--- src/rtl/bpfa_pkg.sv ---
// Shared types and constants for the bitmap page frame allocator.
// Used by the controller, the datapath and the top level; depends on nothing.
package bpfa_pkg;

  // Field widths fixed by the request and result formats.
  localparam int ACT_W   = 3;
  localparam int PAGE_W  = 16;
  localparam int LIMIT_W = 17;

  // One past the highest page index that a request can name.
  localparam logic [LIMIT_W-1:0] PAGE_SPAN = 17'h10000;

  // Request action codes.
  localparam logic [ACT_W-1:0] ACT_ALLOC = 3'd0;
  localparam logic [ACT_W-1:0] ACT_FREE  = 3'd1;
  localparam logic [ACT_W-1:0] ACT_MARK  = 3'd2;
  localparam logic [ACT_W-1:0] ACT_QUERY = 3'd3;
  localparam logic [ACT_W-1:0] ACT_FIND  = 3'd4;

  // Commands from the controller to the datapath.
  typedef struct packed {
    logic load;      // capture the accepted request
    logic rd;        // issue a bitmap word read
    logic rd_next;   // read the following word and advance the scan pointer
    logic commit;    // write back, update the count and load the result
    logic clr_step;  // write one all-used word of the reset fill
  } dp_cmd_t;

  // Status from the datapath to the controller.
  typedef struct packed {
    logic clr_last;  // the reset fill is at its last word
    logic scan;      // the held request is a search
    logic hit;       // the current word holds a free candidate page
    logic more;      // the search range continues past the current word
  } dp_status_t;

endpackage

--- src/rtl/bpfa_ctrl.sv ---
// Controller of the page frame allocator: reset fill, request acceptance,
// word reads, scan sequencing and result hand-off. Uses bpfa_pkg.
module bpfa_ctrl (
  input  logic                 clk,
  input  logic                 rst_n,
  input  logic                 in_valid,
  output logic                 in_ready,
  output logic                 out_valid,
  input  logic                 out_ready,
  input  bpfa_pkg::dp_status_t st,
  output bpfa_pkg::dp_cmd_t    cmd
);
  import bpfa_pkg::*;

  typedef enum logic [3:0] {
    S_CLEAR = 4'b0001,
    S_IDLE  = 4'b0010,
    S_READ  = 4'b0100,
    S_EVAL  = 4'b1000
  } state_t;

  state_t state_r, state_nxt;
  logic   out_valid_r, out_valid_nxt;
  logic   slot_free;

  // The result register may be reloaded once its transaction leaves.
  assign slot_free = !out_valid_r || out_ready;

  // Next state and commands.
  always_comb begin
    state_nxt = state_r;
    cmd       = '0;
    in_ready  = 1'b0;
    unique case (state_r)
      S_CLEAR: begin
        cmd.clr_step = 1'b1;
        if (st.clr_last) begin
          state_nxt = S_IDLE;
        end
      end
      S_IDLE: begin
        in_ready = 1'b1;
        if (in_valid) begin
          cmd.load  = 1'b1;
          state_nxt = S_READ;
        end
      end
      S_READ: begin
        cmd.rd    = 1'b1;
        state_nxt = S_EVAL;
      end
      S_EVAL: begin
        if (st.scan && !st.hit && st.more) begin
          cmd.rd      = 1'b1;
          cmd.rd_next = 1'b1;
        end else if (slot_free) begin
          cmd.commit = 1'b1;
          state_nxt  = S_IDLE;
        end
      end
      default: begin
        state_nxt = S_CLEAR;
      end
    endcase
  end

  // Output valid follows commit and the downstream handshake.
  assign out_valid_nxt = cmd.commit ? 1'b1 : (out_ready ? 1'b0 : out_valid_r);

  always_ff @(posedge clk) begin
    if (!rst_n) begin
      state_r     <= S_CLEAR;
      out_valid_r <= 1'b0;
    end else begin
      state_r     <= state_nxt;
      out_valid_r <= out_valid_nxt;
    end
  end

  assign out_valid = out_valid_r;

  // A result is never loaded over one that is still waiting.
  a_no_overwrite: assert property (@(posedge clk) disable iff (!rst_n)
    cmd.commit |-> slot_free)
    else $error("result overwritten before it was taken");

  // A result appears only from a commit.
  a_valid_src: assert property (@(posedge clk) disable iff (!rst_n)
    $rose(out_valid_r) |-> $past(cmd.commit))
    else $error("output valid without a commit");

  // After a commit the block is idle and presents the result.
  a_commit_idle: assert property (@(posedge clk) disable iff (!rst_n)
    cmd.commit |=> (state_r == S_IDLE) && out_valid_r)
    else $error("commit did not return to idle with a result");

endmodule

--- config.mk ---
export PLATFORM = sky130hd
export DESIGN_NAME = bpfa_ctrl
export DESIGN_NICKNAME = d
export VERILOG_FILES = /design/src/rtl/bpfa_pkg.sv /design/src/rtl/bpfa_ctrl.sv
export SDC_FILE = /design/constraint.sdc
export NUM_CORES = 1
export LEC_CHECK = 0
export BUFFER_PORTS_ARGS = -buffer_cell sky130_fd_sc_hd__clkbuf_2
export CORE_AREA = 5 5 42 44
export CTS_CLUSTER_SIZE = 12
export DETAILED_ROUTE_END_ITERATION = 10
export DIE_AREA = 0 0 47 49
export GPL_TIMING_DRIVEN = 0
export PLACE_DENSITY_LB_ADDON = 0.15
export SLEW_MARGIN = 20
export SYNTH_ARGS = -nofsm -noshare
export SYNTH_HDL_FRONTEND = slang
export SYNTH_SLANG_ARGS = --single-unit
--- constraint.sdc ---
create_clock -name clk -period 1.72 [get_ports clk]
set_clock_uncertainty 0.05 [all_clocks]
set_input_delay 0.172 -clock clk [delete_from_list [all_inputs] [get_ports clk]]
set_output_delay 0.172 -clock clk [all_outputs]
set_load 0.1 [all_outputs]
==> flow_metrics.py, run 1 <==
metrics = {
    "global_routing": {
        "antenna_found_initial": 0,
        "grt_pass1_wl_mm": 1.449,
        "grt_max_degree": 10,
        "grt-ovfl-total": 0,
        "grt_usage": 0.08828,
        "grt_pass1_vias": 336,
    },
    "route": {
        "num_vias": 364,
        "antenna_left": 0,
        "routedWlPerCell_um": 11.06,
        "via_per_inst": 4.727,
        "firstDrtPassIters": 2,
        "remaining_drc_errors": 0,
        "wl_um": 852,
        "drt-initial-drc-count": 5,
    },
    "placed_design": {
        "gp_congestion": 0.7978,
        "dp.cells": 70,
        "hpwl_um": 673.5,
        "port_buffers": 14,
        "place_area_um2": 471.7,
    },
    "floorplan": {
        "initial_core_util": 0.2366,
        "rows": 14,
        "core_area_mm2": 0.001401,
        "die_y_um": 49,
        "die-area_mm2": 0.002303,
        "die_w_um": 47,
        "io_pins": 15,
    },
    "final_layout": {
        "seqCellArea_um2": 106.4,
        "finalNonFillerCells": 77,
        "diodes": 0,
        "fin_nets": 70,
        "multi_input_area_um2": 242.7,
        "post-route-cell-area_um2": 579.3,
        "drive_gt1_frac": 0.6393,
        "syn_to_final_growth_pct": 74.72,
        "fillers": 156,
    },
    "cts": {
        "cts_hold_buf": 0,
        "cts_tree": "yes",
        "clk_latency_ps": 250,
        "clkTransAtPathRegs_ps": 50,
        "cts.sink_count": 5,
        "cts_buffers": 3,
        "cts_root_buf": "clkbuf_4",
        "ctsHtreeMaxLevel": 1,
        "ctsLongestPathBuffers": 2,
    },
    "timing": {
        "finalHoldViolCount": 0,
        "period_share": 1.053,
        "worst_slack_ps": -90.89,
        "fin_crit_ps": 1811,
        "relSlewSlack": 0.6418,
        "finalSetupViolCount": 3,
        "slew_violations": 0,
        "max_freq_mhz": 552.2,
        "rsz0062_at_grt": "yes",
        "worst_pin_slew_ps": 539.6,
    },
    "logic_synthesis": {
        "syn-instance-count": 40,
        "yosysSeqAreaShare": 0.3019,
        "syn_area_um2": 331.6,
        "synth.distinct_cells": 23,
        "ys_seq_elements": 5,
        "synth-warning-count": 0,
        "synth.net_count": 48,
        "avgSynthCellArea_um2": 8.289,
    },
    "status": {
        "outcome": "finished with violations",
        "violations": "negative setup slack",
    },
    "worst_setup_path": {
        "cp.buffers_inverters": 2,
        "r2r-start": "state_r[0]",
        "endpoint": "cmd[3]",
        "cp_max_fo": 4,
        "crit_slowest_cell": "or4b_4",
        "crit_start": "state_r[0]",
        "crit_arrival_ps": 1590,
        "r2r.worst_path.cells": 5,
        "required_ps": 1500,
        "crit_cells": 4,
        "crit_family": "simple AND/OR/NAND/NOR gates",
        "worstSetupStartpointType": "flip-flop",
        "max_stage_delay_ps": 530,
        "regToRegSetupSlack_ps": 80,
        "r2r_end": "state_r[2]",
        "crit_type": "reg2out",
        "end_kind": "output pin",
        "crit_path_cell_trace": "buf_6 -> or4b_4 -> o21ai_4 -> clkbuf_16",
    },
    "pwr": {
        "p_per_area_mw_per_mm2": 1652,
        "leakage_nw": 0.2323,
        "vdd_drop_max_uv": 765.8,
    },
    "job": {
        "cap_violations": 0,
    },
    "hold_path": {
        "min_path_type": "in2reg",
    },
}
[cell type report]
| type | count | share of cell area |
|---|---|---|
| plain buffers | 2 | 0.03240 |
| clock buffers | 4 | 0.04536 |
| inverters | 4 | 0.02592 |
| multi-input cells | 29 | 0.4190 |
| flip-flops and latches | 5 | 0.1836 |
| well taps | 16 | 0.03456 |
| repair buffers | 17 | 0.2592 |
[worst register-to-register path: stages, from the launching register on]
cell and delay (ps):
dfxtp_2 310, buf_6 110, or4b_4 530, a21o_1 180
o31a_2 130, and3_2 210
[where the power goes]
| part | internal (W) | switching (W) | leakage, nW | total, W |
|---|---|---|---|---|
| Combinational | 0.000215 | 0.000396 | 0.175 | 0.000612 |
| Sequential | 0.000158 | 0.0000468 | 0.0424 | 0.000205 |
| Clock | 0.0000880 | 0.0000524 | 0.0150 | 0.000140 |
| Total | 0.000461 | 0.000496 | 0.232 | 0.000957 |
[placed cells by master (no fill, tap or decap), drive strengths merged]
master,instances
and3,2
a21o,1
a21oi,1
o21ba,1
a41o,1
a21boi,1
o2111ai,1
or4b,1
nand3b,2
nand2,1
o31a,1
buf,7
nand2b,3
nor3b,1
clkbuf,16
inv,4
a221oi,1
nand3,1
nor3,2
o21ai,4
dfxtp,5
nor2,4
[cell families (layout without fill, tap and decap cells)]
kind of cell	count (synthesis)	after routing	share of synthesized area
buf+inv	6	27	0.1019
compound gates	12	12	0.2868
simple gates	17	17	0.3094
flops	5	5	0.3019
[synthesized netlist by cell type]
cell type	instances	share of area
a21boi_0	1	0.023
a21o_1	1	0.023
a21oi_1	1	0.015
a221oi_2	1	0.045
a41o_2	1	0.034
and3_1	1	0.019
and3_2	1	0.023
buf_4	1	0.023
buf_6	1	0.034
dfxtp_1	5	0.30
inv_1	4	0.045
nand2_1	1	0.011
nand2b_1	3	0.057
nand3_1	1	0.015
nand3b_1	2	0.045
nor2_1	4	0.045
nor3_1	2	0.030
nor3b_1	1	0.023
o2111ai_1	1	0.026
o21ai_0	4	0.060
o21ba_2	1	0.030
o31a_2	1	0.030
or4b_4	1	0.041
[how the worst min path moves through the flow]
| stage | slack (ps) | start | depth (start not counted) | to |
|---|---|---|---|---|
| after floorplan | 270 | rst_n | 1 | out_valid |
| after global placement | 410 | rst_n | 2 | out_valid |
| after detailed placement | 410 | rst_n | 2 | out_valid |
| after CTS | 140 | rst_n | 2 | out_valid |
| after global routing | 170 | rst_n | 2 | out_valid |
| final | 150 | rst_n | 2 | out_valid |
[state kept, by name, summed over array words and instances (netlist names)]
name       cells
out_valid      1
state_r        4
[per-stage QoR]
step	hold WS (ps)	power (W)	utilization	setup slack (ps)	TNS [ps]
after floorplan	268.3	0.0006758	-	-473.8	-647.0
after global placement	408.7	0.0007588	0.3366	-59.74	-98.18
after detailed placement	407.4	0.0007551	0.3366	-65.21	-108.2
after CTS	143.6	0.0009096	0.3920	-113.8	-203.2
after global routing	170.9	0.001020	0.4134	-132.6	-305.5
final	149.2	0.0009569	0.4134	-90.89	-154.1
[metal layers]
metal | vias to the layer above | part of all wire | GRT usage
li1 | 189 | - | -
met5 | - | 0 | 0
met3 | 2 | 0.11 | 0.03690
met1 | 158 | 0.45 | 0.1109
met2 | 15 | 0.41 | 0.1131
met4 | 0 | 0.033 | 0.06912
[timing repair]
item	in CTS	in global routing
endpoints found under the setup margin	4	6
setup buffers	0	3
resized for setup	9	6
pin swaps	0	1
No activity file was read; power rests on OpenSTA's default activity.
==> run 2: changes to the inputs <==
--- a/config.mk
+++ b/config.mk
@@ -6,6 +6,8 @@
 export NUM_CORES = 1
 export LEC_CHECK = 0
 export BUFFER_PORTS_ARGS = -buffer_cell sky130_fd_sc_hd__clkbuf_2
+export CELL_PAD_IN_SITES_DETAIL_PLACEMENT = 0
+export CELL_PAD_IN_SITES_GLOBAL_PLACEMENT = 1
 export CORE_AREA = 5 5 42 44
 export CTS_CLUSTER_SIZE = 12
 export DETAILED_ROUTE_END_ITERATION = 10
==> run 2 against run 1 <==
Net effect: the run still ends with negative setup slack left; global-route usage is essentially flat; combinational power grew 1%; critical endpoint unchanged; worst hold slack lost 2.9 ps; utilization grew 0.98 points; power grew 1.0%; flip-flop and latch count is the same; clock power is essentially flat; worst setup slack gained 16 ps; largest power group unchanged.
==> flow_metrics.py, run 2 (synthesis results as in run 1) <==
metrics = {
    "placed_design": {
        "port_buffers": 14,
        "gp_congestion": 0.7897,
        "hpwl_um": 680.3,
        "place_ws_ps": -65.70,
        "place_area_um2": 471.7,
    },
    "worst_setup_path": {
        "cp.buffers_inverters": 1,
        "end_kind": "output pin",
        "r2r.worst_path.cells": 5,
        "crit_start": "state_r[1]",
        "crit_cells": 3,
        "crit_slowest_cell": "or4b_4",
        "crit_family": "simple AND/OR/NAND/NOR gates",
        "r2r-start": "state_r[1]",
        "crit_arrival_ps": 1570,
        "cp_max_fo": 6,
        "max_stage_delay_ps": 560,
        "crit_type": "reg2out",
        "regToRegSetupSlack_ps": -10,
        "r2r_end": "state_r[2]",
        "crit_path_cell_trace": "or4b_4 -> o21ai_4 -> clkbuf_16",
        "worstSetupStartpointType": "flip-flop",
        "required_ps": 1500,
    },
    "pwr": {
        "p_per_area_mw_per_mm2": 1630,
        "leakage_nw": 0.2409,
        "vdd_drop_max_uv": 1007,
    },
    "cts": {
        "cts_buffers": 3,
        "cts_tree": "yes",
        "cts_root_buf": "clkbuf_4",
        "cts.sink_count": 5,
        "ctsHtreeMaxLevel": 1,
        "clkTransAtPathRegs_ps": 40,
        "clk_latency_ps": 250,
        "ctsLongestPathBuffers": 2,
        "cts_hold_buf": 0,
    },
    "route": {
        "drt-initial-drc-count": 5,
        "antenna_left": 0,
        "routedWlPerCell_um": 12.03,
        "via_per_inst": 4.718,
        "remaining_drc_errors": 0,
        "num_vias": 368,
        "wl_um": 938,
        "firstDrtPassIters": 4,
    },
    "floorplan": {
        "rows": 14,
        "core_area_mm2": 0.001401,
        "die_w_um": 47,
        "io_pins": 15,
        "initial_core_util": 0.2366,
        "die_y_um": 49,
        "die-area_mm2": 0.002303,
    },
    "timing": {
        "whs_ps": 146.3,
        "fin_crit_ps": 1795,
        "finalSetupViolCount": 3,
        "max_freq_mhz": 557.1,
        "worst_slack_ps": -75.05,
        "fin_setup_tns_ps": -113.7,
        "worst_pin_slew_ps": 537.8,
        "finalHoldViolCount": 0,
        "relSlewSlack": 0.6430,
        "rsz0062_at_grt": "yes",
        "period_share": 1.044,
        "slew_violations": 0,
    },
    "final_layout": {
        "largest_reg_flops": 4,
        "drive_gt1_frac": 0.6452,
        "fin_nets": 71,
        "diodes": 0,
        "post-route-cell-area_um2": 593.1,
        "syn_to_final_growth_pct": 78.87,
        "final_cell_mix": "8 x clkbuf_2, 6 x buf_4, 5 x clkbuf_4",
        "final_common_cell": "clkbuf_2",
        "largest-register": "state_r",
    },
    "hold_path": {
        "holdCritStartpoint": "rst_n",
        "min_to": "out_valid",
        "min_path_type": "in2reg",
        "hold_depth": 2,
    },
    "global_routing": {
        "grt_max_degree": 9,
        "grt_usage": 0.08815,
        "grt_pass1_wl_mm": 1.469,
        "antenna_found_initial": 0,
        "grt-ovfl-total": 0,
        "grt_pass1_vias": 354,
    },
    "job": {
        "cap_violations": 0,
    },
    "status": {
        "outcome": "finished with violations",
        "violations": "negative setup slack",
    },
}
## run 2: cell count changes in the layout (fill, tap and decap cells not counted), moves of 2 or more
cell,delta
buf_4,+2
buf_6,-2
dfxtp_2,-2
dfxtp_4,+2
## run 2: stage by stage
stage / cells / utilization / total power, W
4_1_cts: 78 / 0.4214 / 0.0009531
3_5_place_dp: 70 / 0.3366 / 0.0007562
6_report: 78 / 0.4232 / 0.0009669
2_1_floorplan: 40 / - / 0.0006758
3_3_place_gp: 70 / 0.3366 / 0.0007613
5_1_grt: 78 / 0.4232 / 0.001015
## run 2: worst max path at each step
stage               slack, ps      to
floorplan                -470  cmd[4]
global placement          -50  cmd[3]
detailed placement        -70  cmd[3]
CTS                       -80  cmd[3]
global route             -100  cmd[3]
finish                    -80  cmd[3]
## run 2: power breakdown
group,leakage [nW],switching (W),internal (W)
sequential,0.0430,0.0000456,0.000163
combinational,0.183,0.000403,0.000215
clock,0.0150,0.0000526,0.0000880
total,0.241,0.000501,0.000466
## run 2: layout make-up
class / instances / area (um2)
fillers: 153 / 808.3
well taps: 16 / 20.02
clock buffers: 4 / 26.28
plain buffers: 1 / 7.507
inverters: 4 / 15.01
flip-flops and latches: 5 / 111.4
repair buffers: 19 / 170.2
multi-input cells: 29 / 242.7
## run 2: worst register-to-register path, stage by stage, from the launching register on
cell     delay (ps)
dfxtp_4         360
or4b_4          570
buf_4           160
a21o_1          150
o31a_2          130
and3_2          210
## run 2: metal layers
layer | vias to the layer above | routed length [um] | GRT usage
met5 | - | 0 | 0
met3 | 2 | 65 | 0.02214
met1 | 165 | 412 | 0.1060
li1 | 189 | - | -
met4 | 0 | 11 | 0.06912
met2 | 12 | 448 | 0.1267
## run 2: timing repair
action,CTS,global route
setup endpoints to repair,5,8
pin swaps,1,4
gates cloned,0,0
hold endpoints to repair,0,0
gates resized for setup,12,4
setup buffers,4,1
==> run 3: changes to the inputs <==
==> constraint.sdc (replaced) <==
create_clock -name clk -period 1.72 [get_ports clk]
set_clock_uncertainty 0.05 [all_clocks]
set_input_delay 0.086 -clock clk [delete_from_list [all_inputs] [get_ports clk]]
set_output_delay 0.086 -clock clk [all_outputs]
set_load 0.05 [all_outputs]
==> run 3 against run 2 <==
Net effect: the run now ends clean; critical path type unchanged; register-to-register slack better by 90 ps; first-iteration DRC count up 60%; clock power about the same; non-clock buffer count down 4.
==> flow_metrics.py, run 3 (synthesis results as in run 1) <==
metrics = {
    "status": {
        "outcome": "complete, no violations",
    },
    "global_routing": {
        "grt_usage": 0.08579,
        "grt_pass1_vias": 343,
        "grt_pass1_wl_mm": 1.414,
        "grt_max_degree": 10,
        "grt-ovfl-total": 0,
        "antenna_found_initial": 0,
    },
    "cts": {
        "ctsLongestPathBuffers": 2,
        "cts_buffers": 3,
        "cts.sink_count": 5,
        "clkTransAtPathRegs_ps": 40,
        "cts_root_buf": "clkbuf_4",
        "clk_latency_ps": 240,
        "cts_tree": "yes",
        "ctsHtreeMaxLevel": 1,
        "post-cts-setup-buffers": 0,
    },
    "worst_setup_path": {
        "cp_max_fo": 9,
        "cp.buffers_inverters": 2,
        "r2r_end": "state_r[2]",
        "crit_family": "simple AND/OR/NAND/NOR gates",
        "r2r.worst_path.cells": 5,
        "crit_path_cell_trace": "buf_6 -> or4b_4 -> nor2_2 -> buf_8",
        "end_kind": "output pin",
        "crit_start": "state_r[0]",
        "crit_type": "reg2out",
        "worstSetupStartpointType": "flip-flop",
        "r2r-start": "state_r[0]",
        "required_ps": 1580,
        "max_stage_delay_ps": 530,
        "crit_slowest_cell": "or4b_4",
        "crit_arrival_ps": 1520,
        "regToRegSetupSlack_ps": 80,
    },
    "final_layout": {
        "fillers": 153,
        "largest-register": "state_r",
        "diodes": 0,
        "fin_nets": 67,
        "seqCellArea_um2": 101.3,
        "drive_gt1_frac": 0.5172,
        "final_common_cell": "clkbuf_2",
        "multi_input_area_um2": 225.2,
        "final_cell_mix": "10 x clkbuf_2, 5 x clkbuf_4, 4 x inv_1, 4 x dfxtp_1",
        "syn_to_final_growth_pct": 51.32,
        "largest_reg_flops": 4,
        "post-route-cell-area_um2": 501.7,
    },
    "route": {
        "routedWlPerCell_um": 11.66,
        "antenna_left": 0,
        "num_vias": 373,
        "remaining_drc_errors": 0,
        "via_per_inst": 5.041,
        "wl_um": 863,
        "firstDrtPassIters": 4,
        "drt-initial-drc-count": 8,
    },
    "placed_design": {
        "hpwl_um": 673.9,
        "port_buffers": 14,
        "place_area_um2": 441.7,
        "gp_congestion": 0.7520,
    },
    "hold_path": {
        "min_path_type": "in2reg",
        "hold_depth": 2,
        "holdCritStartpoint": "rst_n",
        "min_to": "out_valid",
    },
    "floorplan": {
        "die-area_mm2": 0.002303,
        "initial_core_util": 0.2366,
        "die_y_um": 49,
        "die_w_um": 47,
        "rows": 14,
        "io_pins": 15,
        "core_area_mm2": 0.001401,
    },
    "timing": {
        "finalSetupViolCount": 0,
        "max_freq_mhz": 603.5,
        "period_share": 0.9633,
        "fin_crit_ps": 1657,
        "worst_pin_slew_ps": 319.0,
        "relSlewSlack": 0.7851,
        "whs_ps": 72.54,
        "fin_setup_tns_ps": 0,
        "finalHoldViolCount": 0,
        "slew_violations": 0,
        "rsz0062_at_grt": "no",
    },
    "pwr": {
        "leakage_nw": 0.2060,
        "vdd_drop_max_uv": 818.1,
        "finalPower_w": 0.0007457,
        "p_per_area_mw_per_mm2": 1486,
    },
    "job": {
        "cap_violations": 0,
    },
}
-- run 3: changes by cell type in the layout (fill, tap and decap cells not counted), sizes merged --
| cell | previous run | this run |
|---|---|---|
| clkbuf | 18 | 16 |
| buf | 6 | 4 |
-- run 3: repair_timing --
item / 4_1_cts / 5_1_grt
pin swaps: 1 / 1
setup endpoints to repair: 2 / 4
hold buffers: 0 / 0
resized for setup: 4 / 8
-- run 3: how the worst max path moves through the flow --
stage / depth (start not counted) / end
2_1_floorplan: 4 / cmd[4]
3_5_place_dp: 5 / state_r[2]
3_3_place_gp: 4 / state_r[2]
5_1_grt: 5 / cmd[4]
6_report: 4 / cmd[2]
4_1_cts: 4 / cmd[3]
-- run 3: layout make-up --
cell class	count	share of cell area
multi-input cells	29	0.4489
flip-flops and latches	5	0.2020
repair buffers	14	0.1895
clock buffers	4	0.05237
well taps	16	0.03990
plain buffers	2	0.03741
inverters	4	0.02993
-- run 3: power by group --
| group | internal, W | switching, W |
|---|---|---|
| combinational | 0.000156 | 0.000259 |
| sequential | 0.000151 | 0.0000420 |
| clock | 0.0000878 | 0.0000500 |
-- run 3: metal layers --
layer	track usage	up-vias	share of wire
met5	0	-	0
met3	0.02583	4	0.11
met4	0.06912	0	0.028
li1	-	182	-
met1	0.1116	170	0.45
met2	0.1109	17	0.41
-- run 3: metrics by stage --
| stage | cells | setup slack [ps] | utilization |
|---|---|---|---|
| after global placement | 70 | 61.15 | 0.3152 |
| after floorplan | 40 | 9.289 | - |
| after CTS | 74 | 5.164 | 0.3464 |
| after detailed placement | 70 | 59.50 | 0.3152 |
| final | 74 | 63.08 | 0.3580 |
| after global routing | 74 | 20.59 | 0.3580 |
